**config.mk**
```make
export PLATFORM = sky130hd
export DESIGN_NAME = fraction_subtract_reduce
export DESIGN_NICKNAME = d
export VERILOG_FILES = /design/src/rtl/core/fsr_pkg.sv /design/src/rtl/core/fsr_front.sv /design/src/rtl/core/fsr_queue.sv /design/src/rtl/core/fsr_div.sv /design/src/rtl/core/fsr_back.sv /design/src/rtl/core/fraction_subtract_reduce.sv
export SDC_FILE = /design/constraint.sdc
export NUM_CORES = 2
export LEC_CHECK = 0
export CAP_MARGIN = 20
export CELL_PAD_IN_SITES_DETAIL_PLACEMENT = 0
export CELL_PAD_IN_SITES_GLOBAL_PLACEMENT = 2
export CORE_UTILIZATION = 35
export DETAILED_ROUTE_END_ITERATION = 12
export DONT_BUFFER_PORTS = 1
export PLACE_DENSITY_LB_ADDON = 0.1
export SETUP_SLACK_MARGIN = 0.2
export SYNTH_ARGS = -nofsm -noshare
export SYNTH_HDL_FRONTEND = slang
export SYNTH_SLANG_ARGS = --single-unit
```
**constraint.sdc**
```tcl
create_clock -name clock -period 8.8 [get_ports clock]
set_input_delay 0.88 -clock clock [delete_from_list [all_inputs] [get_ports clock]]
set_output_delay 0.88 -clock clock [all_outputs]
set_load 0.05 [all_outputs]
```
**src/rtl/core/fsr_pkg.sv**
```systemverilog
// Package for the fraction subtract and reduce block.
// Holds the port word types, field widths and the back end state codes.
// No dependencies.
package fsr_pkg;

   // Width of each input field on the ports.
   localparam int FIELD_BITS = 16;
   // Widths of the result fields.
   localparam int NUM_BITS = 33;
   localparam int DEN_BITS = 31;
   // Width used to trim results to the field widths.
   localparam int TRIM_BITS = 80;

   typedef struct packed {
      logic signed [FIELD_BITS-1:0] left_numerator;
      logic signed [FIELD_BITS-1:0] left_denominator;
      logic signed [FIELD_BITS-1:0] right_numerator;
      logic signed [FIELD_BITS-1:0] right_denominator;
   } fsr_req_type;

   typedef struct packed {
      logic signed [NUM_BITS-1:0] diff_numerator;
      logic [DEN_BITS-1:0]        diff_denominator;
      logic                       zero_denominator;
   } fsr_rsp_type;

   typedef enum logic [3:0] {
      BK_IDLE,
      BK_GCD1,
      BK_DIV1,
      BK_MUL_DEN,
      BK_MUL_A,
      BK_MUL_C,
      BK_SUB,
      BK_GCD2,
      BK_DIV2,
      BK_OUT
   } fsr_state_type;

endpackage

```
**src/rtl/core/fsr_front.sv**
```systemverilog
// Front end of the fraction subtract and reduce block.
// Classifies an incoming word and moves the denominator signs into the numerators.
// Depends on fsr_pkg.
module fsr_front
   import fsr_pkg::*;
#(
   parameter int VALUE_BITS = 16,
   localparam int EW = 4 * VALUE_BITS + 3
) (
   input  fsr_req_type   req_data,
   output logic [EW-1:0] entry
);

   localparam int XW = (VALUE_BITS > FIELD_BITS) ? VALUE_BITS : FIELD_BITS;
   localparam int VB = VALUE_BITS;

   logic [XW-1:0]        a_x, b_x, c_x, d_x;
   logic signed [VB:0]   a_s, b_s, c_s, d_s;
   logic signed [VB:0]   a_fix, c_fix, b_mag, d_mag;
   logic                 zero_den;

   // Fields are used through their low bits, sign extended from the top one.
   always_comb begin
      a_x = XW'($unsigned(req_data.left_numerator));
      b_x = XW'($unsigned(req_data.left_denominator));
      c_x = XW'($unsigned(req_data.right_numerator));
      d_x = XW'($unsigned(req_data.right_denominator));
      a_s = {a_x[VB-1], a_x[VB-1:0]};
      b_s = {b_x[VB-1], b_x[VB-1:0]};
      c_s = {c_x[VB-1], c_x[VB-1:0]};
      d_s = {d_x[VB-1], d_x[VB-1:0]};
   end

   // A negative denominator flips the sign of its numerator.
   always_comb begin
      zero_den = (b_s == '0) || (d_s == '0);
      a_fix    = b_s[VB] ? -a_s : a_s;
      c_fix    = d_s[VB] ? -c_s : c_s;
      b_mag    = b_s[VB] ? -b_s : b_s;
      d_mag    = d_s[VB] ? -d_s : d_s;
      entry    = {zero_den, a_fix, c_fix, b_mag[VB-1:0], d_mag[VB-1:0]};
   end

endmodule

```
**src/rtl/core/fsr_queue.sv**
```systemverilog
// Two entry queue between the front and back ends.
// Self-contained; no package dependency.
module fsr_queue #(
   parameter int DATA_BITS = 67
) (
   input  logic                 clock,
   input  logic                 reset,
   input  logic                 push,
   input  logic [DATA_BITS-1:0] push_data,
   input  logic                 pop,
   output logic                 full,
   output logic                 not_empty,
   output logic [DATA_BITS-1:0] head
);

   logic [DATA_BITS-1:0] slot_ff [2];
   logic                 wr_ptr_ff, wr_ptr_in;
   logic                 rd_ptr_ff, rd_ptr_in;
   logic [1:0]           count_ff, count_in;

   assign full      = (count_ff == 2'd2);
   assign not_empty = (count_ff != 2'd0);
   assign head      = slot_ff[rd_ptr_ff];

   // Pointer and count update.
   always_comb begin
      wr_ptr_in = wr_ptr_ff ^ push;
      rd_ptr_in = rd_ptr_ff ^ pop;
      count_in  = count_ff + 2'(push) - 2'(pop);
   end

   always_ff @(posedge clock) begin
      if (reset) begin
         wr_ptr_ff <= 1'b0;
         rd_ptr_ff <= 1'b0;
         count_ff  <= 2'd0;
      end else begin
         wr_ptr_ff <= wr_ptr_in;
         rd_ptr_ff <= rd_ptr_in;
         count_ff  <= count_in;
      end
   end

   // Payload storage needs no reset.
   always_ff @(posedge clock) begin
      if (push) begin
         slot_ff[wr_ptr_ff] <= push_data;
      end
   end

endmodule

```
**src/rtl/core/fsr_div.sv**
```systemverilog
// Restoring unsigned divider, one quotient bit per cycle.
// Self-contained; no package dependency.
module fsr_div #(
   parameter int WIDTH = 34
) (
   input  logic             clock,
   input  logic             reset,
   input  logic             start,
   input  logic [WIDTH-1:0] dividend,
   input  logic [WIDTH-1:0] divisor,
   output logic             done,
   output logic [WIDTH-1:0] quotient
);

   localparam int CW = $clog2(WIDTH + 1);

   logic [WIDTH:0]   rem_ff, rem_in;
   logic [WIDTH-1:0] quo_ff, quo_in;
   logic [WIDTH-1:0] dsr_ff, dsr_in;
   logic [CW-1:0]    cnt_ff, cnt_in;
   logic             busy_ff, busy_in;
   logic             done_ff, done_in;
   logic [WIDTH:0]   rem_sh, diff;

   assign done     = done_ff;
   assign quotient = quo_ff;

   // One shift and trial subtract each cycle.
   always_comb begin
      rem_sh  = {rem_ff[WIDTH-1:0], quo_ff[WIDTH-1]};
      diff    = rem_sh - {1'b0, dsr_ff};
      rem_in  = rem_ff;
      quo_in  = quo_ff;
      dsr_in  = dsr_ff;
      cnt_in  = cnt_ff;
      busy_in = busy_ff;
      done_in = 1'b0;
      if (start) begin
         rem_in  = '0;
         quo_in  = dividend;
         dsr_in  = divisor;
         cnt_in  = '0;
         busy_in = 1'b1;
      end else if (busy_ff) begin
         if (diff[WIDTH]) begin
            rem_in = rem_sh;
            quo_in = {quo_ff[WIDTH-2:0], 1'b0};
         end else begin
            rem_in = diff;
            quo_in = {quo_ff[WIDTH-2:0], 1'b1};
         end
         cnt_in = cnt_ff + 1'b1;
         if (cnt_ff == CW'(WIDTH - 1)) begin
            busy_in = 1'b0;
            done_in = 1'b1;
         end
      end
   end

   always_ff @(posedge clock) begin
      if (reset) begin
         busy_ff <= 1'b0;
         done_ff <= 1'b0;
         cnt_ff  <= '0;
      end else begin
         busy_ff <= busy_in;
         done_ff <= done_in;
         cnt_ff  <= cnt_in;
      end
   end

   always_ff @(posedge clock) begin
      rem_ff <= rem_in;
      quo_ff <= quo_in;
      dsr_ff <= dsr_in;
   end

endmodule

```
**src/rtl/core/fsr_back.sv**
```systemverilog
// Back end of the fraction subtract and reduce block.
// Runs the GCD loops, dividers and multiplier, and holds the result word.
// Depends on fsr_pkg and fsr_div.
module fsr_back
   import fsr_pkg::*;
#(
   parameter int VALUE_BITS = 16,
   localparam int EW = 4 * VALUE_BITS + 3
) (
   input  logic          clock,
   input  logic          reset,
   input  logic          q_valid,
   input  logic [EW-1:0] q_data,
   output logic          q_pop,
   output logic          rsp_valid,
   output fsr_rsp_type   rsp_data,
   input  logic          rsp_stall
);

   localparam int VB = VALUE_BITS;
   localparam int NW = 2 * VALUE_BITS + 2;
   localparam int KW = $clog2(NW + 1);

   fsr_state_type state_ff, state_in;

   logic signed [VB:0]     a_ff, a_in, c_ff, c_in;
   logic [VB-1:0]          bm_ff, bm_in, dm_ff, dm_in;
   logic [VB-1:0]          lb_ff, lb_in, ld_ff, ld_in;
   logic [NW-1:0]          gx_ff, gx_in, gy_ff, gy_in;
   logic [KW-1:0]          gk_ff, gk_in;
   logic [NW-1:0]          den_ff, den_in;
   logic signed [NW-1:0]   p1_ff, p1_in, p2_ff, p2_in;
   logic signed [NW-1:0]   num_ff, num_in;
   fsr_rsp_type            res_ff, res_in;
   logic                   out_valid_ff, out_valid_in;
   fsr_rsp_type            out_data_ff, out_data_in;

   logic                   div_start;
   logic [NW-1:0]          div0_a, div0_b, div1_a, div1_b, quo0, quo1;
   logic                   div_done, div1_done;
   logic signed [VB:0]     mul_x, mul_y;
   logic signed [NW-1:0]   product;
   logic                   gcd_done;
   logic [NW-1:0]          gcd_val;
   logic [NW-1:0]          num_mag;
   logic signed [TRIM_BITS-1:0] num_wide;
   logic [TRIM_BITS-1:0]   den_wide;
   logic signed [NW-1:0]   num_red;

   assign rsp_valid = out_valid_ff;
   assign rsp_data  = out_data_ff;

   // Two dividers start together, both dividing by the GCD; u_div1 takes the denominator.
   fsr_div #(.WIDTH(NW)) u_div0 (
      .clock    (clock),
      .reset    (reset),
      .start    (div_start),
      .dividend (div0_a),
      .divisor  (div0_b),
      .done     (div_done),
      .quotient (quo0)
   );

   fsr_div #(.WIDTH(NW)) u_div1 (
      .clock    (clock),
      .reset    (reset),
      .start    (div_start),
      .dividend (div1_a),
      .divisor  (div1_b),
      .done     (div1_done),
      .quotient (quo1)
   );

   // Shared signed multiplier, operands picked by state.
   always_comb begin
      unique case (state_ff)
         BK_MUL_A: begin
            mul_x = a_ff;
            mul_y = $signed({1'b0, ld_ff});
         end
         BK_MUL_C: begin
            mul_x = c_ff;
            mul_y = $signed({1'b0, lb_ff});
         end
         default: begin
            mul_x = $signed({1'b0, lb_ff});
            mul_y = $signed({1'b0, dm_ff});
         end
      endcase
      product = mul_x * mul_y;
   end

   // End test and result of the GCD loop, with the shared factors of two shifted back in.
   always_comb begin
      gcd_done = (gx_ff == '0) || (gy_ff == '0);
      gcd_val  = (gx_ff | gy_ff) << gk_ff;
   end

   // Numerator magnitude, signed reduced numerator and trimming to the field widths.
   always_comb begin
      num_mag  = num_ff[NW-1] ? NW'(-num_ff) : NW'(num_ff);
      num_red  = num_ff[NW-1] ? -$signed(quo0) : $signed(quo0);
      num_wide = TRIM_BITS'(num_red);
      den_wide = TRIM_BITS'(quo1);
   end

   // Sequencer: next state and data path control.
   always_comb begin
      state_in     = state_ff;
      a_in         = a_ff;
      c_in         = c_ff;
      bm_in        = bm_ff;
      dm_in        = dm_ff;
      lb_in        = lb_ff;
      ld_in        = ld_ff;
      gx_in        = gx_ff;
      gy_in        = gy_ff;
      gk_in        = gk_ff;
      den_in       = den_ff;
      p1_in        = p1_ff;
      p2_in        = p2_ff;
      num_in       = num_ff;
      res_in       = res_ff;
      out_valid_in = out_valid_ff && rsp_stall;
      out_data_in  = out_data_ff;
      q_pop        = 1'b0;
      div_start    = 1'b0;
      div0_a       = NW'(bm_ff);
      div0_b       = gcd_val;
      div1_a       = NW'(dm_ff);
      div1_b       = gcd_val;

      unique case (state_ff)
         BK_IDLE: begin
            if (q_valid) begin
               q_pop = 1'b1;
               {res_in.zero_denominator, a_in, c_in, bm_in, dm_in} = q_data;
               gx_in = NW'(q_data[2*VB-1:VB]);
               gy_in = NW'(q_data[VB-1:0]);
               gk_in = '0;
               res_in.diff_numerator   = '0;
               res_in.diff_denominator = '0;
               if (q_data[EW-1]) begin
                  state_in = BK_OUT;
               end else begin
                  state_in = BK_GCD1;
               end
            end
         end
         BK_GCD1, BK_GCD2: begin
            if (gcd_done) begin
               div_start = 1'b1;
               if (state_ff == BK_GCD2) begin
                  div0_a   = num_mag;
                  div1_a   = den_ff;
                  state_in = BK_DIV2;
               end else begin
                  state_in = BK_DIV1;
               end
            end else if (!gx_ff[0] && !gy_ff[0]) begin
               gx_in = gx_ff >> 1;
               gy_in = gy_ff >> 1;
               gk_in = gk_ff + 1'b1;
            end else if (!gx_ff[0]) begin
               gx_in = gx_ff >> 1;
            end else if (!gy_ff[0]) begin
               gy_in = gy_ff >> 1;
            end else if (gx_ff >= gy_ff) begin
               gx_in = (gx_ff - gy_ff) >> 1;
            end else begin
               gy_in = (gy_ff - gx_ff) >> 1;
            end
         end
         BK_DIV1: begin
            if (div_done && div1_done) begin
               lb_in    = quo0[VB-1:0];
               ld_in    = quo1[VB-1:0];
               state_in = BK_MUL_DEN;
            end
         end
         BK_MUL_DEN: begin
            den_in   = NW'($unsigned(product));
            state_in = BK_MUL_A;
         end
         BK_MUL_A: begin
            p1_in    = product;
            state_in = BK_MUL_C;
         end
         BK_MUL_C: begin
            p2_in    = product;
            state_in = BK_SUB;
         end
         BK_SUB: begin
            num_in = p1_ff - p2_ff;
            if (p1_ff == p2_ff) begin
               res_in.diff_numerator   = '0;
               res_in.diff_denominator = DEN_BITS'(1);
               state_in = BK_OUT;
            end else begin
               gx_in    = (p1_ff > p2_ff) ? NW'(p1_ff - p2_ff) : NW'(p2_ff - p1_ff);
               gy_in    = den_ff;
               gk_in    = '0;
               state_in = BK_GCD2;
            end
         end
         BK_DIV2: begin
            if (div_done && div1_done) begin
               res_in.diff_numerator   = num_wide[NUM_BITS-1:0];
               res_in.diff_denominator = den_wide[DEN_BITS-1:0];
               state_in = BK_OUT;
            end
         end
         BK_OUT: begin
            if (!out_valid_ff || !rsp_stall) begin
               out_valid_in = 1'b1;
               out_data_in  = res_ff;
               state_in     = BK_IDLE;
            end
         end
         default: begin
            state_in = BK_IDLE;
         end
      endcase
   end

   always_ff @(posedge clock) begin
      if (reset) begin
         state_ff     <= BK_IDLE;
         out_valid_ff <= 1'b0;
      end else begin
         state_ff     <= state_in;
         out_valid_ff <= out_valid_in;
      end
   end

   // Data path registers.
   always_ff @(posedge clock) begin
      a_ff        <= a_in;
      c_ff        <= c_in;
      bm_ff       <= bm_in;
      dm_ff       <= dm_in;
      lb_ff       <= lb_in;
      ld_ff       <= ld_in;
      gx_ff       <= gx_in;
      gy_ff       <= gy_in;
      gk_ff       <= gk_in;
      den_ff      <= den_in;
      p1_ff       <= p1_in;
      p2_ff       <= p2_in;
      num_ff      <= num_in;
      res_ff      <= res_in;
      out_data_ff <= out_data_in;
   end

endmodule

```
**src/rtl/core/fraction_subtract_reduce.sv**
```systemverilog
// Fraction subtract and reduce, top level.
// Joins front end, queue and back end; depends on fsr_pkg and the fsr_* modules.
//
// Each request word carries a/b and c/d and yields one response word with (a/b)-(c/d) in
// lowest terms, the denominator positive, 0/1 for a zero difference, and 0/0 with
// zero_denominator set when b or d is zero. A zero-denominator word passes the queue and
// goes from the idle state straight to the output state. Otherwise an item runs two
// binary GCD loops of one step per cycle (their lengths set by the operand values), two
// passes of the restoring dividers, and the states MUL_DEN, MUL_A, MUL_C and SUB on the
// shared multiplier and subtractor. A zero difference skips the second GCD loop and
// division. The front end and a two word queue take new requests while the back end
// works, so up to two requests wait behind the one in progress.
module fraction_subtract_reduce
   import fsr_pkg::*;
#(
   parameter int VALUE_BITS = 16
) (
   input  logic        clock,
   input  logic        reset,
   input  logic        req_valid,
   output logic        req_stall,
   input  fsr_req_type req_data,
   output logic        rsp_valid,
   input  logic        rsp_stall,
   output fsr_rsp_type rsp_data
);

   localparam int EW = 4 * VALUE_BITS + 3;

   logic [EW-1:0] entry, head;
   logic          q_full, q_valid, q_pop;

   assign req_stall = q_full;

   // Classify the incoming word.
   fsr_front #(.VALUE_BITS(VALUE_BITS)) u_front (
      .req_data (req_data),
      .entry    (entry)
   );

   // Decoupling queue.
   fsr_queue #(.DATA_BITS(EW)) u_queue (
      .clock     (clock),
      .reset     (reset),
      .push      (req_valid && !q_full),
      .push_data (entry),
      .pop       (q_pop),
      .full      (q_full),
      .not_empty (q_valid),
      .head      (head)
   );

   // Arithmetic back end.
   fsr_back #(.VALUE_BITS(VALUE_BITS)) u_back (
      .clock     (clock),
      .reset     (reset),
      .q_valid   (q_valid),
      .q_data    (head),
      .q_pop     (q_pop),
      .rsp_valid (rsp_valid),
      .rsp_data  (rsp_data),
      .rsp_stall (rsp_stall)
   );

   // An error word carries an all-zero fraction.
   a_err_zero: assert property (@(posedge clock) disable iff (reset)
      rsp_valid && rsp_data.zero_denominator |->
         rsp_data.diff_numerator == '0 && rsp_data.diff_denominator == '0)
      else $error("error word with nonzero fraction");

   // A good word always has a nonzero denominator.
   a_den_nonzero: assert property (@(posedge clock) disable iff (reset)
      rsp_valid && !rsp_data.zero_denominator |-> rsp_data.diff_denominator != '0)
      else $error("zero denominator on a good word");

   // No response word is pending right after reset.
   a_reset_quiet: assert property (@(posedge clock)
      reset |=> !rsp_valid)
      else $error("response valid after reset");

endmodule

```
Word-level counts from Yosys, hierarchy flattened
Memories as Yosys holds them, arrays and structs flattened. A register that Yosys moved wholly into a read port is not among the register bits.
Index checks and enable logic that the tools add are counted.
{"block": "totals", "reg_bits": 633, "latchBits": 0, "ram_bits": 134, "romBits": 0, "input_bits": 68, "n_memories": 1}
{"block": "op_classes", "addsub": 17, "multipliers": 1, "n_div": 0, "order_cmp": 2, "eq_ne": 26, "shift": 1, "muxes": 74, "bitwise_logic": 5, "n_reduce_logical": 36}
{"memory": "u_queue.slot_ff", "words": 2, "word_bits": 67, "rd": 1, "rd_clocked_by_memory_dff": 1, "wr": 1, "line_no": "fsr_queue.sv:16", "rtl": "logic [DATA_BITS-1:0] slot_ff [2];"}
{"op": "2-to-1 mux 34 bit", "count": 28}
{"op": "case mux 34 bit (3 select lines)", "count": 2}
{"op": "case mux 64 bit (3 select lines)", "count": 1}
{"op": "subtractor 34 bit", "count": 4}
{"op": "2-to-1 mux 64 bit", "count": 2}
{"op": "subtractor 35 x 34 -> 35 bit", "count": 2}
{"op": "logical NOT 34 bit", "count": 2}
{"op": "2-to-1 mux 65 bit", "count": 1}
{"op": "case mux 4 bit (9 select lines)", "count": 1}
{"op": "== test 34 bit", "count": 1}
{"op": ">= comparator 34 bit", "count": 1}
{"op": "greater-than comparator 34 bit", "count": 1}
{"op": "logical NOT 17 bit", "count": 2}
{"op": "multiplier 17 x 17 -> 34 bit", "count": 1}
{"op": "2-to-1 mux 17 bit", "count": 2}
{"op": "negation 16 -> 17 bit", "count": 2}
{"op": "negation 34 bit", "count": 1}
{"op": "OR 34 bit", "count": 1}
{"op": "case mux 17 bit (2 select lines)", "count": 1}
{"op": "<< shifter 34 x 6 -> 34 bit", "count": 1}
{"op": "2-to-1 mux 33 bit", "count": 1}
{"op": "negation 33 bit", "count": 1}
{"op": "2-to-1 mux 16 bit", "count": 2}
{"op": "2-to-1 mux 4 bit", "count": 8}
{"op": "32 further kinds", "count": 93}

Logic depth before layout (Yosys ltp)
{"block": "logic_depth", "depth_word": 7, "ltp_mapped": 31, "ltp_nobuf": 27}

Modules after synthesis
From an unflattened synthesis, not the netlist that was laid out.
{"block": "hier_totals", "cells_unflattened": 5708, "area_unflattened_um2": 57984.4}
{"mod": "fsr_back", "n_inst": 1, "cells_per_inst": 3905, "area_per_inst_um2": 38039.0, "seq_area_each_um2": 13252.7}
{"mod": "fsr_div at u_back.u_div0", "n_inst": 1, "cells_per_inst": 687, "area_per_inst_um2": 6829.0, "seq_area_each_um2": 2882.8}
{"mod": "fsr_div at u_back.u_div1", "n_inst": 1, "cells_per_inst": 682, "area_per_inst_um2": 6518.8, "seq_area_each_um2": 2882.8}
{"mod": "fsr_queue", "n_inst": 1, "cells_per_inst": 228, "area_per_inst_um2": 5128.7, "seq_area_each_um2": 4103.9}
{"mod": "fsr_front", "n_inst": 1, "cells_per_inst": 205, "area_per_inst_um2": 1455.1, "seq_area_each_um2": 0.0}
{"mod": "fraction_subtract_reduce", "n_inst": 1, "cells_per_inst": 1, "area_per_inst_um2": 13.8, "seq_area_each_um2": 0.0}

Worst setup path before layout
OpenSTA, ideal clock, no wires.
{"block": "synth_path", "path_kind": "reg-to-reg", "startpoint": "register u_back.state_ff[0]", "endpoint": "register u_queue.count_ff[1]", "setup_ns": 0.128, "t_arrival_ns": 9.297, "setup_slack_ns": -0.625, "stages_incl_launch_ff": 11, "n_path_buf": 3, "synth_period_minus_slack_ns": 9.425, "path_cell_list": "dfxtp_1 -> buf_1 -> clkbuf_1 -> clkbuf_1 -> nor4_1 -> ha_1 -> inv_1 -> ha_1 -> xor2_1 -> xnor2_1 -> nor2_1"}
{"block": "synth_between", "elab_chain_len": 3}
{"element": "from (decl)", "line_no": "fsr_back.sv:24", "rtl": "fsr_state_type state_ff, state_in;"}
{"element": "from (signal assigned)", "line_no": "fsr_back.sv:231", "rtl": "state_ff <= state_in;"}
{"element": "logical NOT 4 bit", "line_no": "fsr_back.sv:133", "rtl": "unique case (state_ff)"}
{"element": "2-to-1 mux 1 bit", "line_no": "fsr_back.sv:133"}
{"element": "named net q_pop", "line_no": "fraction_subtract_reduce.sv:31", "rtl": "logic q_full, q_valid, q_pop;"}
{"element": "subtractor 2 x 1 -> 2 bit", "line_no": "fsr_queue.sv:29", "rtl": "count_in = count_ff + 2'(push) - 2'(pop);"}
{"element": "to (signal assigned)", "line_no": "fsr_queue.sv:40", "rtl": "count_ff <= count_in;"}
{"element": "to (decl)", "line_no": "fsr_queue.sv:19", "rtl": "logic [1:0] count_ff, count_in;"}
The timed path passes the listed nets, and every way through them passes these cells.
A chain may end at the register's enable or synchronous reset.

Final worst setup path
{"block": "layout_path", "startpoint": "register u_back.state_ff[1]", "endpoint": "register u_back.p2_ff[33] (data pin)"}
{"block": "layout_between", "elab_chain_len": 3, "elab_cells_between_ends": 5, "classes_between": "1 x mul; 2 x eq/ne; 2 x mux"}
{"element": "== test 4 x 3 -> 1 bit", "line_no": "fsr_back.sv:76", "rtl": "unique case (state_ff)"}
{"element": "case mux 17 bit (2 select lines) or case mux 16 bit (2 select lines) (tied branches)", "line_no": "fsr_back.sv:76"}
{"element": "multiplier 17 x 17 -> 34 bit *", "line_no": "fsr_back.sv:90", "rtl": "product = mul_x * mul_y;"}
{"element": "named net u_back.product[33]", "line_no": "fsr_back.sv:42", "rtl": "logic signed [NW-1:0] product;"}
{"element": "to (signal assigned)", "line_no": "fsr_back.sv:249", "rtl": "p2_ff <= p2_in;"}
{"element": "to (decl)", "line_no": "fsr_back.sv:32", "rtl": "logic signed [NW-1:0] p1_ff, p1_in, p2_ff, p2_in;"}
The timed path passes the listed nets; every way through them passes the cells marked *.

==> metrics.yaml <==
placement:
  gp_congestion: 0.907
  hpwl_um: 152000
  dp.cells: 7398
  io_buffers: 0
critical_path:
  crit_type: "register to register"
  crit_fanout: 39
  critPathLaunchType: "register"
  worstPathArrival_ns: 8.60
  cp.required_ns: 9.33
  r2r_slack_ns: 0.73
  worstSetupEndpointType: "register"
synth:
  ys_ff_latch: 767
  yosysSeqAreaShare: 0.400
  synth-xor-area-share: 0.0535
  synthesis.nets: 6212
  ys_warn_count: 0
  synth_simple_gate_area_frac: 0.115
  synth_top_family_by_area: "adder cells"
  ys_types: 88
  synth_compound_area_frac: 0.147
  syn_area_per_cell_sq_um: 10.0
  synthMuxAreaShare: 0.0438
  synthAdderAreaFrac: 0.180
  netlist_area_sq_um: 55300
  ys.flop_type: "edfxtp_1"
  async_flop_share: 0
  synth_cells: 5520
  synth_edf_count: 674
clocking:
  cts_buffer_depth: 3
  clock_sinks: 767
  cts_root_buf: "clkbuf_16"
  numCtsBuffers: 93
  htreeDepth: 3
  cts_repair_resize_count: 0
  post_cts_hold_buffer_count: 0
  cts.clk_slew.worst_paths_ns: 0.06
  cts_setup_buffers: 0
  cts_tree: "done"
  insertion_delay_ns: 0.72
final_layout:
  final_common_cell: "edfxtp_1"
  syn2layout_area_growth_pct: 9.85
  stdcell_count: 7572
  drive_gt1_frac: 0.0678
  final_cell_mix: "edfxtp_1, inv_1, nand2_1"
  largest_reg_flops: 134
  top_register: "u_queue.slot_ff"
  nNetsFinal: 6127
sta:
  drv_slew: 0
  period_minus_slack_ns: 8.07
  fin_skew_ns: 0.0380
  worst-slew-pin-transition_ns: 1.16
  finalSetupViolations: 0
  fin_tns_setup_ns: 0
  rsz0062_at_grt: "no"
  max_slew_margin: 0.223
  hold_violations: 0
  post-route-period-util: 0.917
  max_freq_mhz: 124
route:
  viasPerCell: 5.38
  drt_wl_total_um: 192000
  wl_per_cell_um: 25.4
  ant_nets: 0
  num_vias: 40800
  drc_errors: 0
  first_iter_violations: 3000
  dr.pass1.iters: 5
grt:
  antenna_found_initial: 6
  use_met2: 0.398
  use_met1: 0.325
  globalRoute.totalOverflow: 0
  grt_util_met3: 0.0283
  grt_pass1_vias: 40900
  gr-usage-all-layers: 0.238
  grt_pass1_wl_um: 280000
  grt_max_degree: 73
  grt_most_used_layer: "met2"
floorplanning:
  ios: 135
  coreArea_sq_um: 157000
  die_area_sq_um: 160000
  start_util: 0.353
  die_h_um: 400
  die_x_um: 400
  rows: 145
hold_path:
  hp-class: "primary input to register"
run:
  drv_cap: 0
outcome:
  outcome: "complete, no violations"
==> routing by layer <==
layer,share of wire,vias to the layer above
li1,-,19100
met1,0.46,20400
met2,0.48,961
met3,0.044,203
met4,0.025,2
met5,0.00010,-
==> final timing paths <==
path                           endpoint  cells past startpoint                from
hold / removal    u_back.u_div1.busy_ff                      1               reset
hold reg to reg     u_back.rsp_data[20]                      0   u_back.res_ff[20]
setup / recovery       u_back.p2_ff[33]                     26  u_back.state_ff[1]
setup reg to reg       u_back.p2_ff[33]                     26  u_back.state_ff[1]
==> cells in the mapped netlist (15+ instances only) <==
library cell / instances / share of area
edfxtp_1: 674 / 0.37
inv_1: 631 / 0.043
nand2_1: 470 / 0.032
nor2_1: 462 / 0.031
a21oi_1: 368 / 0.033
ha_1: 339 / 0.077
o21ai_0: 301 / 0.027
fa_1: 285 / 0.10
xnor2_1: 231 / 0.037
clkbuf_1: 220 / 0.015
mux2i_1: 126 / 0.023
xor2_1: 107 / 0.017
a21o_1: 106 / 0.014
dfxtp_1: 93 / 0.034
mux2_2: 75 / 0.015
nor3_1: 73 / 0.0066
nand3_1: 66 / 0.0060
and2_1: 59 / 0.0067
a211oi_1: 52 / 0.0071
o31ai_1: 52 / 0.0071
nor4_1: 50 / 0.0057
a22oi_1: 48 / 0.0065
a31oi_1: 48 / 0.0054
o21bai_1: 46 / 0.0062
nand2b_1: 45 / 0.0051
a22o_1: 42 / 0.0067
nor2b_1: 34 / 0.0038
nand4_1: 31 / 0.0035
buf_1: 26 / 0.0018
o21a_1: 25 / 0.0034
or3_1: 23 / 0.0026
and3_1: 21 / 0.0024
o211ai_1: 20 / 0.0027
o41ai_1: 19 / 0.0030
or4_1: 17 / 0.0023
a222oi_1: 15 / 0.0027
==> cell type report <==
| type | count | area, sq um |
|---|---|---|
| Inverter | 634 | 2380 |
| Timing Repair Buffer | 81 | 621 |
| Multi-Input combinational cell | 3858 | 30000 |
| Clock inverter | 66 | 671 |
| Sequential cell | 767 | 22100 |
| Antenna cell | 1 | 2.50 |
| Tap cell | 2058 | 2570 |
| Fill cell | 15700 | 95800 |
| Clock buffer | 107 | 2400 |
==> logic make-up after synthesis <==
| group | Yosys count |
|---|---|
| AND/OR/NAND/NOR | 1404 |
| AO/OA/AOI/OAI | 1277 |
| buffers and inverters | 895 |
| flip-flops | 767 |
| adder cells (fa/ha/maj) | 624 |
| XOR/XNOR | 338 |
| multiplexers | 215 |
==> critical path, stage by stage (launching register included) <==
cell and delay [ns]:
dfxtp_1 0.58, nor3b_2 0.13, buf_12 0.19, o21ai_1 0.77, buf_4 0.30, nor2_1 0.07, fa_1 0.51, inv_1 0.06
fa_1 0.48, fa_1 0.53, inv_1 0.06, fa_1 0.49, fa_1 0.53, inv_1 0.06, fa_1 0.48, inv_1 0.04
ha_1 0.33, nand4_1 0.14, a21oi_1 0.08, a211oi_2 0.31, a21oi_1 0.16, o41a_1 0.46, a41oi_1 0.32, o311ai_1 0.19
a21o_1 0.20, a21oi_1 0.17, xor2_1 0.22
==> through the flow <==
stage	hold WS [ns]	area, sq um	setup slack, ns	utilization
2_1_floorplan	0.400	55300	1.01	-
5_1_grt	0.190	60800	0.269	0.388
4_1_cts	0.159	60700	0.468	0.388
6_report	0.232	60800	0.731	0.388
3_3_place_gp	0.402	57700	0.628	0.368
3_5_place_dp	0.405	57700	0.506	0.368
Power is left out: the tool's default activity adds up to more than one toggle a clock period on the data nets, which glitch-free logic cannot reach.
